==> src/rtl/core/assert_macros.svh <==
// Assertion macros shared by the RTL that checks itself.
`ifndef ASSERT_MACROS_SVH
`define ASSERT_MACROS_SVH

// Check on every clk edge, ignored while rst is high.
`define PCAW_ASSERT(name, prop, msg) \
  name: assert property (@(posedge clk) disable iff (rst) prop) else $error(msg);

// Check on every clk edge, reset included.
`define PCAW_ASSERT_ALWAYS(name, prop, msg) \
  name: assert property (@(posedge clk) prop) else $error(msg);

`endif

==> src/rtl/core/pcaw_pkg.sv <==
// Package with constants, register indexes and a saturation helper for the PI controller.
package pcaw_pkg;

  // Default data width and gain fraction bits
  localparam int DATA_WIDTH     = 16;
  localparam int GAIN_FRAC_BITS = 12;

  // Fixed widths
  localparam int GAIN_BITS      = 16;
  localparam int INTEG_BITS     = 32;
  localparam int CFG_INDEX_BITS = 3;

  // Reset values of the output limits
  localparam longint UPPER_RESET = 32767;
  localparam longint LOWER_RESET = -32768;

  // Saturation bounds of the integrator
  localparam logic signed [63:0] INTEG_MAX = 64'sd2147483647;
  localparam logic signed [63:0] INTEG_MIN = -64'sd2147483648;

  // Configuration register indexes
  typedef enum logic [CFG_INDEX_BITS-1:0] {
    REG_P_GAIN      = 3'd0,
    REG_I_GAIN      = 3'd1,
    REG_I_GAIN_PREV = 3'd2,
    REG_UPPER_LIMIT = 3'd3,
    REG_LOWER_LIMIT = 3'd4
  } cfg_reg_t;

  // Saturate a wide signed value to the integrator range
  function automatic logic signed [INTEG_BITS-1:0] sat32(input logic signed [63:0] v);
    logic signed [INTEG_BITS-1:0] r;
    if (v > INTEG_MAX) begin
      r = INTEG_MAX[INTEG_BITS-1:0];
    end else if (v < INTEG_MIN) begin
      r = INTEG_MIN[INTEG_BITS-1:0];
    end else begin
      r = v[INTEG_BITS-1:0];
    end
    return r;
  endfunction

endpackage

==> src/rtl/core/pi_controller_clamp_antiwindup.sv <==
// Top level of the PI controller with clamping anti-windup.
//
//   channel  | handshake           | payload
//   ---------+---------------------+------------------------
//   in       | in_valid, in_stall  | error
//   out      | out_valid, out_stall| drive, limit_hit
//   cfg      | cfg_write           | cfg_index, cfg_data
//
// One item per cycle while the output does not stall: an item is held in the
// input register, then the three gain products, integral sum and clamp run in
// one pass into the result register.
// The integrator and previous error update as an item moves into the result
// register; that single feedback loop sets the clock period.
// Synchronous rst empties both registers and reloads gains and limits.
// A stalled output holds its result; in_stall rises only when the input
// register is full and cannot move on.
`include "assert_macros.svh"

module pi_controller_clamp_antiwindup #(
  parameter int DATA_WIDTH     = pcaw_pkg::DATA_WIDTH,
  parameter int GAIN_FRAC_BITS = pcaw_pkg::GAIN_FRAC_BITS
) (
  input  logic                                   clk,
  input  logic                                   rst,
  // Configuration write port
  input  logic                                   cfg_write,
  input  logic [pcaw_pkg::CFG_INDEX_BITS-1:0]    cfg_index,
  input  logic [((DATA_WIDTH > pcaw_pkg::GAIN_BITS) ?
                 DATA_WIDTH : pcaw_pkg::GAIN_BITS)-1:0] cfg_data,
  // Input channel
  input  logic                                   in_valid,
  output logic                                   in_stall,
  input  logic signed [DATA_WIDTH-1:0]           error,
  // Output channel
  output logic                                   out_valid,
  input  logic                                   out_stall,
  output logic signed [DATA_WIDTH-1:0]           drive,
  output logic                                   limit_hit
);

  localparam int GB = pcaw_pkg::GAIN_BITS;
  localparam int PW = GB + DATA_WIDTH;
  localparam int IB = pcaw_pkg::INTEG_BITS;

  localparam longint UPPER_RST = (DATA_WIDTH >= 16) ? pcaw_pkg::UPPER_RESET :
                                 (64'sd1 <<< (DATA_WIDTH - 1)) - 64'sd1;
  localparam longint LOWER_RST = (DATA_WIDTH >= 16) ? pcaw_pkg::LOWER_RESET :
                                 -(64'sd1 <<< (DATA_WIDTH - 1));

  // Configuration registers
  logic signed [GB-1:0]         p_gain;
  logic signed [GB-1:0]         i_gain;
  logic signed [GB-1:0]         i_gain_prev;
  logic signed [DATA_WIDTH-1:0] upper_limit;
  logic signed [DATA_WIDTH-1:0] lower_limit;

  // Controller state
  logic signed [IB-1:0]         integrator;
  logic signed [DATA_WIDTH-1:0] prev_error;

  // Input register
  logic                         a_valid;
  logic signed [DATA_WIDTH-1:0] a_error;

  // Datapath
  logic signed [PW-1:0]         p_term;
  logic signed [PW-1:0]         i_term;
  logic signed [PW-1:0]         q_term;
  logic signed [DATA_WIDTH-1:0] drive_next;
  logic                         limit_hit_next;
  logic signed [IB-1:0]         integrator_next;
  logic                         advance;

  // Write configuration registers; unknown indexes do nothing
  always_ff @(posedge clk) begin
    if (rst) begin
      p_gain      <= '0;
      i_gain      <= '0;
      i_gain_prev <= '0;
      upper_limit <= DATA_WIDTH'(UPPER_RST);
      lower_limit <= DATA_WIDTH'(LOWER_RST);
    end else if (cfg_write) begin
      case (pcaw_pkg::cfg_reg_t'(cfg_index))
        pcaw_pkg::REG_P_GAIN:      p_gain      <= cfg_data[GB-1:0];
        pcaw_pkg::REG_I_GAIN:      i_gain      <= cfg_data[GB-1:0];
        pcaw_pkg::REG_I_GAIN_PREV: i_gain_prev <= cfg_data[GB-1:0];
        pcaw_pkg::REG_UPPER_LIMIT: upper_limit <= cfg_data[DATA_WIDTH-1:0];
        pcaw_pkg::REG_LOWER_LIMIT: lower_limit <= cfg_data[DATA_WIDTH-1:0];
        default: ;
      endcase
    end
  end

  // Move an item forward when the result register is free or being drained
  assign advance  = a_valid && (!out_valid || !out_stall);
  assign in_stall = a_valid && !advance;

  // Input register
  always_ff @(posedge clk) begin
    if (rst) begin
      a_valid <= 1'b0;
    end else if (!in_stall) begin
      a_valid <= in_valid;
    end
  end

  always_ff @(posedge clk) begin
    if (in_valid && !in_stall) begin
      a_error <= error;
    end
  end

  // Gain products
  pcaw_scale #(.DATA_WIDTH(DATA_WIDTH), .GAIN_FRAC_BITS(GAIN_FRAC_BITS)) u_scale_p (
    .gain   (p_gain),
    .sample (a_error),
    .scaled (p_term)
  );

  pcaw_scale #(.DATA_WIDTH(DATA_WIDTH), .GAIN_FRAC_BITS(GAIN_FRAC_BITS)) u_scale_i (
    .gain   (i_gain),
    .sample (a_error),
    .scaled (i_term)
  );

  pcaw_scale #(.DATA_WIDTH(DATA_WIDTH), .GAIN_FRAC_BITS(GAIN_FRAC_BITS)) u_scale_q (
    .gain   (i_gain_prev),
    .sample (prev_error),
    .scaled (q_term)
  );

  // Integral sum and clamp
  pcaw_law #(.DATA_WIDTH(DATA_WIDTH)) u_law (
    .integrator      (integrator),
    .p_term          (p_term),
    .i_term          (i_term),
    .q_term          (q_term),
    .upper_limit     (upper_limit),
    .lower_limit     (lower_limit),
    .drive           (drive_next),
    .limit_hit       (limit_hit_next),
    .integrator_next (integrator_next)
  );

  // Update controller state as the item completes
  always_ff @(posedge clk) begin
    if (rst) begin
      integrator <= '0;
      prev_error <= '0;
    end else if (advance) begin
      integrator <= integrator_next;
      prev_error <= a_error;
    end
  end

  // Result register
  always_ff @(posedge clk) begin
    if (rst) begin
      out_valid <= 1'b0;
    end else if (!out_valid || !out_stall) begin
      out_valid <= a_valid;
    end
  end

  always_ff @(posedge clk) begin
    if (advance) begin
      drive     <= drive_next;
      limit_hit <= limit_hit_next;
    end
  end

  // Checks on the controller's own logic
  `PCAW_ASSERT_ALWAYS(a_stall_needs_item, in_stall |-> a_valid, "stall without held item")
  `PCAW_ASSERT(a_result_from_item, $rose(out_valid) |-> $past(a_valid), "result without item")
  `PCAW_ASSERT(a_prev_error_tracks, advance |=> prev_error == $past(a_error), "prev error lost")
  `PCAW_ASSERT(a_clamp_value, out_valid && limit_hit |-> drive == upper_limit || drive == lower_limit, "clamped drive off limit")
  `PCAW_ASSERT(a_free_in_range, out_valid && !limit_hit |-> drive <= upper_limit && drive >= lower_limit, "drive outside limits")

endmodule

==> src/rtl/core/pcaw_scale.sv <==
// Gain times sample in Q4.12, shifted right arithmetically by the fraction bits.
module pcaw_scale #(
  parameter int DATA_WIDTH     = pcaw_pkg::DATA_WIDTH,
  parameter int GAIN_FRAC_BITS = pcaw_pkg::GAIN_FRAC_BITS
) (
  input  logic signed [pcaw_pkg::GAIN_BITS-1:0]            gain,
  input  logic signed [DATA_WIDTH-1:0]                     sample,
  output logic signed [pcaw_pkg::GAIN_BITS+DATA_WIDTH-1:0] scaled
);

  localparam int PW = pcaw_pkg::GAIN_BITS + DATA_WIDTH;

  logic signed [PW-1:0] prod;

  // Full product fits PW bits, so the shifted term never needs clamping
  assign prod   = PW'(gain) * PW'(sample);
  assign scaled = prod >>> GAIN_FRAC_BITS;

endmodule

==> src/rtl/core/pcaw_law.sv <==
// Integral sum, output clamp and integrator reload for one error item.
module pcaw_law #(
  parameter int DATA_WIDTH = pcaw_pkg::DATA_WIDTH
) (
  input  logic signed [pcaw_pkg::INTEG_BITS-1:0]           integrator,
  input  logic signed [pcaw_pkg::GAIN_BITS+DATA_WIDTH-1:0] p_term,
  input  logic signed [pcaw_pkg::GAIN_BITS+DATA_WIDTH-1:0] i_term,
  input  logic signed [pcaw_pkg::GAIN_BITS+DATA_WIDTH-1:0] q_term,
  input  logic signed [DATA_WIDTH-1:0]                     upper_limit,
  input  logic signed [DATA_WIDTH-1:0]                     lower_limit,
  output logic signed [DATA_WIDTH-1:0]                     drive,
  output logic                                             limit_hit,
  output logic signed [pcaw_pkg::INTEG_BITS-1:0]           integrator_next
);

  localparam int PW   = pcaw_pkg::GAIN_BITS + DATA_WIDTH;
  localparam int BW   = (PW > pcaw_pkg::INTEG_BITS) ? PW : pcaw_pkg::INTEG_BITS;
  localparam int SUMW = BW + 2;
  localparam int UW   = BW + 1;

  logic signed [SUMW-1:0]                 sum;
  logic signed [pcaw_pkg::INTEG_BITS-1:0] i_sat;
  logic signed [UW-1:0]                   u;
  logic signed [UW-1:0]                   upper_ext;
  logic signed [UW-1:0]                   lower_ext;

  // Integrator plus both integral terms, saturated to 32 bits
  assign sum   = SUMW'(integrator) + SUMW'(i_term) + SUMW'(q_term);
  assign i_sat = pcaw_pkg::sat32(64'(sum));

  // Unclamped output
  assign u         = UW'(p_term) + UW'(i_sat);
  assign upper_ext = UW'(upper_limit);
  assign lower_ext = UW'(lower_limit);

  // Clamp: upper limit wins, reload integrator on a clamp
  always_comb begin
    drive           = u[DATA_WIDTH-1:0];
    limit_hit       = 1'b0;
    integrator_next = i_sat;
    if (u > upper_ext) begin
      drive           = upper_limit;
      limit_hit       = 1'b1;
      integrator_next = pcaw_pkg::sat32(64'(upper_ext - UW'(p_term)));
    end else if (u < lower_ext) begin
      drive           = lower_limit;
      limit_hit       = 1'b1;
      integrator_next = pcaw_pkg::sat32(64'(lower_ext - UW'(p_term)));
    end
  end

endmodule
==> config.mk <==
export PLATFORM = sky130hd
export DESIGN_NAME = pi_controller_clamp_antiwindup
export DESIGN_NICKNAME = d
export VERILOG_FILES = /design/src/rtl/core/pcaw_pkg.sv /design/src/rtl/core/pi_controller_clamp_antiwindup.sv /design/src/rtl/core/pcaw_scale.sv /design/src/rtl/core/pcaw_law.sv
export VERILOG_INCLUDE_DIRS = /design/src /design/src/rtl/core
export SDC_FILE = /design/constraint.sdc
export NUM_CORES = 2
export LEC_CHECK = 0
export BUFFER_PORTS_ARGS = -buffer_cell sky130_fd_sc_hd__buf_2
export CAP_MARGIN = 20
export CELL_PAD_IN_SITES_DETAIL_PLACEMENT = 0
export CELL_PAD_IN_SITES_GLOBAL_PLACEMENT = 1
export CORE_ASPECT_RATIO = 0.8
export CORE_MARGIN = 2
export CORE_UTILIZATION = 56
export CTS_CLUSTER_SIZE = 14
export DETAILED_ROUTE_END_ITERATION = 16
export GPL_TIMING_DRIVEN = 0
export PLACE_DENSITY = 0.86
export SLEW_MARGIN = 5
export SYNTH_ARGS = -nofsm -noshare
export SYNTH_HDL_FRONTEND = slang
export SYNTH_SLANG_ARGS = --single-unit
export TNS_END_PERCENT = 50
==> constraint.sdc <==
create_clock -name clk -period 28.1 [get_ports clk]
set_clock_uncertainty 0.15 [all_clocks]
set_input_delay 5.62 -clock clk [delete_from_list [all_inputs] [get_ports clk]]
set_output_delay 5.62 -clock clk [all_outputs]
set_load 0.01 [all_outputs]
**Yosys cells after proc, flatten, opt, wreduce, memory -nomap -nowiden**

Index checks and enable logic that the tools add are counted.

- Register bits: 163
- Input port bits: 40
- Output and inout port bits: 19
- Word-level logic and storage cells: 57

- Add/sub/neg operators: 5
- Multipliers: 3
- Order comparisons: 8
- Eq/ne operators: 4
- Mux-type cells: 11
- Reduce and logical (&&, ||, !) cells: 14

Operator list:

| operator | count |
|---|---|
| $mux 32 | 8 |
| $gt 64x32->1 const B | 2 |
| $lt 64x32->1 const B | 2 |
| $mul 16x16->32 | 3 |
| $sub 16x20->21 | 2 |
| $add 33x20->34 | 1 |
| $gt 34x32->1 const B | 1 |
| $lt 34x32->1 const B | 1 |
| $add 20x32->33 | 1 |
| $add 32x20->33 | 1 |
| $gt 33x16->1 | 1 |
| $lt 33x16->1 | 1 |
| $mux 16 | 2 |
| $reduce_and 2->1 | 5 |
| $eq 3x2->1 const B | 2 |
| $logic_not 1->1 | 4 |
| $eq 3x1->1 const B | 1 |
| $eq 3x3->1 const B | 1 |
| $logic_and 1x1->1 | 3 |
| $logic_not 3->1 | 1 |
| $logic_or 1x1->1 | 1 |
| $mux 1 | 1 |

**Depth between registers and ports, before layout**

- Word-level depth: 10
- Mapped depth: 64
- Gate-level depth less buffers: 60

**Hierarchy**

From an unflattened synthesis, not the netlist that was laid out.

- Cell total of the unflattened synthesis: 5183
- Area, all modules: 45578.7 um^2

Modules (own cells, without submodules):

| module | instances | cells each | area an instance (um^2) | seq. area each (um^2) |
|---|---|---|---|---|
| pcaw_law | 1 | 1449 | 10202.3 | 0.0 |
| pcaw_scale (u_scale_p) | 1 | 1090 | 9821.9 | 0.0 |
| pcaw_scale (u_scale_i) | 1 | 1053 | 9611.7 | 0.0 |
| pcaw_scale (u_scale_q) | 1 | 1039 | 9546.7 | 0.0 |
| pi_controller_clamp_antiwindup | 1 | 552 | 6396.1 | 3593.4 |

**Least setup slack after synthesis**

OpenSTA, ideal clock, no wires.

- Kind: register to register
- From: reg a_error[3]
- To: reg drive[10], data pin
- Library setup time: 0.274 ns
- Arrival time: 14.700 ns
- Data required time: 27.676 ns
- Slack: 12.976 ns
- Stages on the path, launching flop included: 62
- Path buffers: 7
- Period minus slack after synthesis: 15.124 ns
- Path through: edfxtp_1 > clkbuf_1 > and2_1 > fa_1 > inv_1 > fa_1 > inv_1 > fa_1 > fa_1 > fa_1 > inv_1 > fa_1 > inv_1 > ha_1 > nand3_1 > nor2_1 > a21oi_1 > o21ai_0 > [... 26 more ...] > o21ai_0 > a22o_1 > a21o_1 > nand3_1 > a31oi_1 > xor2_1 > ha_1 > a21o_1 > a21o_1 > a211oi_1 > o21ai_0 > a2111oi_0 > or3_1 > and2_1 > buf_2 > buf_1 > buf_1 > a31oi_1

- Longest elaborated chain between the ends: 10
- Elaborated cells between the ends (all ways): 13
- Those cells by class: add/sub: 3; mul: 2; order compare: 4; mux: 4

RTL lines:

| item | line | text |
|---|---|---|
| start, declared | pi_controller_clamp_antiwindup.sv:63 | `logic signed [DATA_WIDTH-1:0] a_error;` |
| start signal, assigned | pi_controller_clamp_antiwindup.sv:109 | `a_error <= error;` |
| $mul 16x16->32 | pcaw_scale.sv:16 | `assign prod = PW'(gain) * PW'(sample);` |
| $add 32x20->33 | pcaw_law.sv:28 | `assign sum = SUMW'(integrator) + SUMW'(i_term) + SUMW'(q_term);` |
| $add 33x20->34 | pcaw_law.sv:28 |  |
| $lt 34x32->1 | pcaw_pkg.sv:35 | `end else if (v < INTEG_MIN) begin` |
| $mux 32 | pcaw_pkg.sv:35 |  |
| $mux 32 | pcaw_pkg.sv:33 | `if (v > INTEG_MAX) begin` |
| $add 20x32->33 * | pcaw_law.sv:32 | `assign u = UW'(p_term) + UW'(i_sat);` |
| $lt 33x16->1 | pcaw_law.sv:45 | `end else if (u < lower_ext) begin` |
| $mux 16 | pcaw_law.sv:45 |  |
| $mux 16 * | pcaw_law.sv:41 | `if (u > upper_ext) begin` |
| net drive_next[10] | pi_controller_clamp_antiwindup.sv:69 | `logic signed [DATA_WIDTH-1:0] drive_next;` |
| end signal, assigned | pi_controller_clamp_antiwindup.sv:167 | `drive <= drive_next;` |
| end, declared | pi_controller_clamp_antiwindup.sv:37 | `output logic signed [DATA_WIDTH-1:0] drive,` |

The timed path passes the listed nets; every way through them passes the cells marked *.
A chain may end at the register's enable or synchronous reset.

**Worst setup path after layout**

- From: reg a_error[2]
- To: reg drive[1], data pin

Same word-level chain as after synthesis.

==> results.cfg <==
[worst_setup_path]
startpoint_type = flop
r2r_slack_ps = 9320
crit_path_top_delay_cell = o41ai_2
r2r-end = drive[1]$_DFFE_PP_
arrival_ps = 18870
endpoint_kind = flop
rr_startpoint = a_error[2]$_DFFE_PP_
critical_path_required_ps = 28190
cp_slowest_stage_delay_ps = 1040
cp_max_fo = 10
criticalPathCategory = flop to flop
worstRegToRegCells = 60
crit_path_frequent_cell = fa_1

[logic_synthesis]
synth_top_family_by_area = adder cells
synth.area.top_cells = fa_1 39%, ha_1 12%, inv_1 9.5%, dfxtp_1 6.1%, nand2_1 6.1%
syn_area_um2 = 42400
synth_cells = 4874
synth_edf_count = 33
synth_largest_area_cell = fa_1
synth_area_per_cell_um2 = 8.69
synth_fp_nets = 6139
synth-seq-area-share = 0.0848
ys_warn_count = 0
synth_mux_area_frac = 0.000620
synth_compound_area_frac = 0.102
async_flop_share = 0
synth_top_area_share = 0.387
ys_ff_latch = 163
synth_xor_area_frac = 0.0362
synth-simple-area-share = 0.158
synth-adder-area-share = 0.507
ys_types = 90
ys.flop_type = dfxtp_1

[die]
initial_core_util = 0.564
die_x_um = 311
ioPinCount = 59
fp.dieArea_um2 = 77900
die_y_um = 250
placementRows = 90
coreArea_um2 = 75100

[cts]
postCtsHoldBufs = 0
clk_pin_slew_ps = 80
htree_levels = 4
post_cts_resized = 0
cts_setup_buffers = 0
cts_root_buf = clkbuf_16
clkSinkCount = 163
clock_path_buffers = 2
insertion_delay_ps = 510
cts_tree = done
numCtsBuffers = 17

[place]
post_dp_cell_area_um2 = 44000
dp_hpwl_um = 104000
gp_congestion = 0.946
dp.cells = 5946
port_buffers = 58

[global_route]
groute.usage.overall = 0.331
grt_remaining_overflow = 0
grt_pass1_vias = 33885
grt_start_max_net_pins = 27
use_met1 = 0.498
grt_first_pass_wirelength_um = 197000
use_met2 = 0.469
top_usage_layer = met1
global_route.usage.met3 = 0.0826
antenna_found_initial = 3

[flow_run]
maxCapViolCount = 0

[detailed_routing]
dr.pass1.iters = 6
wl_per_cell_um = 20.7
vias = 33415
drt_iter0_drc = 3051
via_per_inst = 5.59
drtAntennaViolNets = 0
drt_wl_total_um = 124000
drc = 0

[status]
status = completed

[sta]
slew_viol_final = 0
setup_viol = 0
tightest_slew_ps = 1130
clock.fmax_mhz = 53.3
finalHoldViolCount = 0
period_needed_ps = 18780
slew_headroom = 0.248
finalSetupTns_ps = 0
fin_crit_sh = 0.668
rsz0062_at_grt = false
hold_slack_ps = 310

[min_path]
worstHoldStart = integrator[16]$_SDFFE_PP0P_
min_to = integrator[16]$_SDFFE_PP0P_
whs_path_depth = 2
min_path_type = flop to flop

[layout]
final_common_cell = inv_1
final_cell_mix = 1,069 x inv_1, 819 x fa_1, 687 x nand2_1
fin_nets = 6219
drive_gt1_frac = 0.0294
stdcell_area_um2 = 44500
area_delta_synth_final_pct = 5.17
layoutNonFillerInstCount = 5980
num-fill-cells = 6903
## worst max-delay path: cells and delay by family (launching register included)
| kind | cells | cell delay, ps |
|---|---|---|
| AOI/OAI and AO/OA | 23 | 6630 |
| adders and majority gates | 12 | 5180 |
| buffers and inverters | 12 | 3760 |
| and+or+nand+nor | 12 | 1910 |
| DFF | 1 | 530 |
| xor gates and xnor gates | 1 | 280 |
## metrics by stage
step                worst slack, ps   util
finish                         9320  0.593
global route                   8390  0.593
CTS                            9720  0.593
detailed placement             9860  0.585
global placement               8900  0.585
floorplan                     12980      -
## cells by family (layout without fill, tap and decap cells)
group	after synthesis	in the layout
AOI/OAI and AO/OA	649	649
xor gates and xnor gates	175	175
adders and majority gates	1225	1225
buffers and inverters	1251	1344
DFF	163	163
muxes	2	2
other	0	1
and+or+nand+nor	1409	1409
## flip-flops by register name, indices dropped and copies added (netlist names)
| name | flops |
|---|---|
| drive | 16 |
| p_gain | 16 |
| lower_limit | 16 |
| out_valid | 1 |
| i_gain | 16 |
| a_error | 16 |
| i_gain_prev | 16 |
| a_valid | 1 |
| upper_limit | 16 |
| prev_error | 16 |
| limit_hit | 1 |
| integrator | 32 |
## worst max-delay path by stage
stage | start | to | slack [ps] | cells past startpoint
2_1_floorplan | a_error[3]$_DFFE_PP_ | drive[10]$_DFFE_PP_ | 12980 | 61
3_3_place_gp | a_error[2]$_DFFE_PP_ | drive[2]$_DFFE_PP_ | 8900 | 61
3_5_place_dp | a_error[2]$_DFFE_PP_ | drive[2]$_DFFE_PP_ | 9860 | 58
4_1_cts | a_error[2]$_DFFE_PP_ | drive[1]$_DFFE_PP_ | 9720 | 60
5_1_grt | a_error[2]$_DFFE_PP_ | drive[1]$_DFFE_PP_ | 8390 | 60
6_report | a_error[2]$_DFFE_PP_ | drive[1]$_DFFE_PP_ | 9320 | 60
## final cells by class
cell class,instances,area [um^2],area share
multi-input cells,3460,34000,0.764
inverters,1072,4020,0.0903
flip-flops and latches,163,3590,0.0807
well taps,1012,1270,0.0284
plain buffers,179,709,0.0159
clock buffers,18,429,0.00963
repair buffers,61,340,0.00764
clock inverters,14,139,0.00312
diodes,1,2.50,0.0000562
## metal layers
| layer | vias to the layer above | share of wire |
|---|---|---|
| met3 | 192 | 0.11 |
| met1 | 16499 | 0.45 |
| li1 | 15254 | - |
| met5 | - | 0.0014 |
| met2 | 1464 | 0.41 |
| met4 | 6 | 0.031 |
## cell usage after synthesis, drive strengths merged (33+ instances only)
cell / n
and2: 331
fa: 819
dfxtp: 130
nor3: 59
a21o: 69
ha: 406
inv: 1070
nand2: 687
xor2: 55
o21ai: 121
nand2b: 47
nand3: 35
edfxtp: 33
a21oi: 193
nor2: 138
o211ai: 39
clkbuf: 163
xnor2: 120
Power is not shown: default switching activity piles up to over one toggle a cycle in this logic, so the estimate is an artifact.
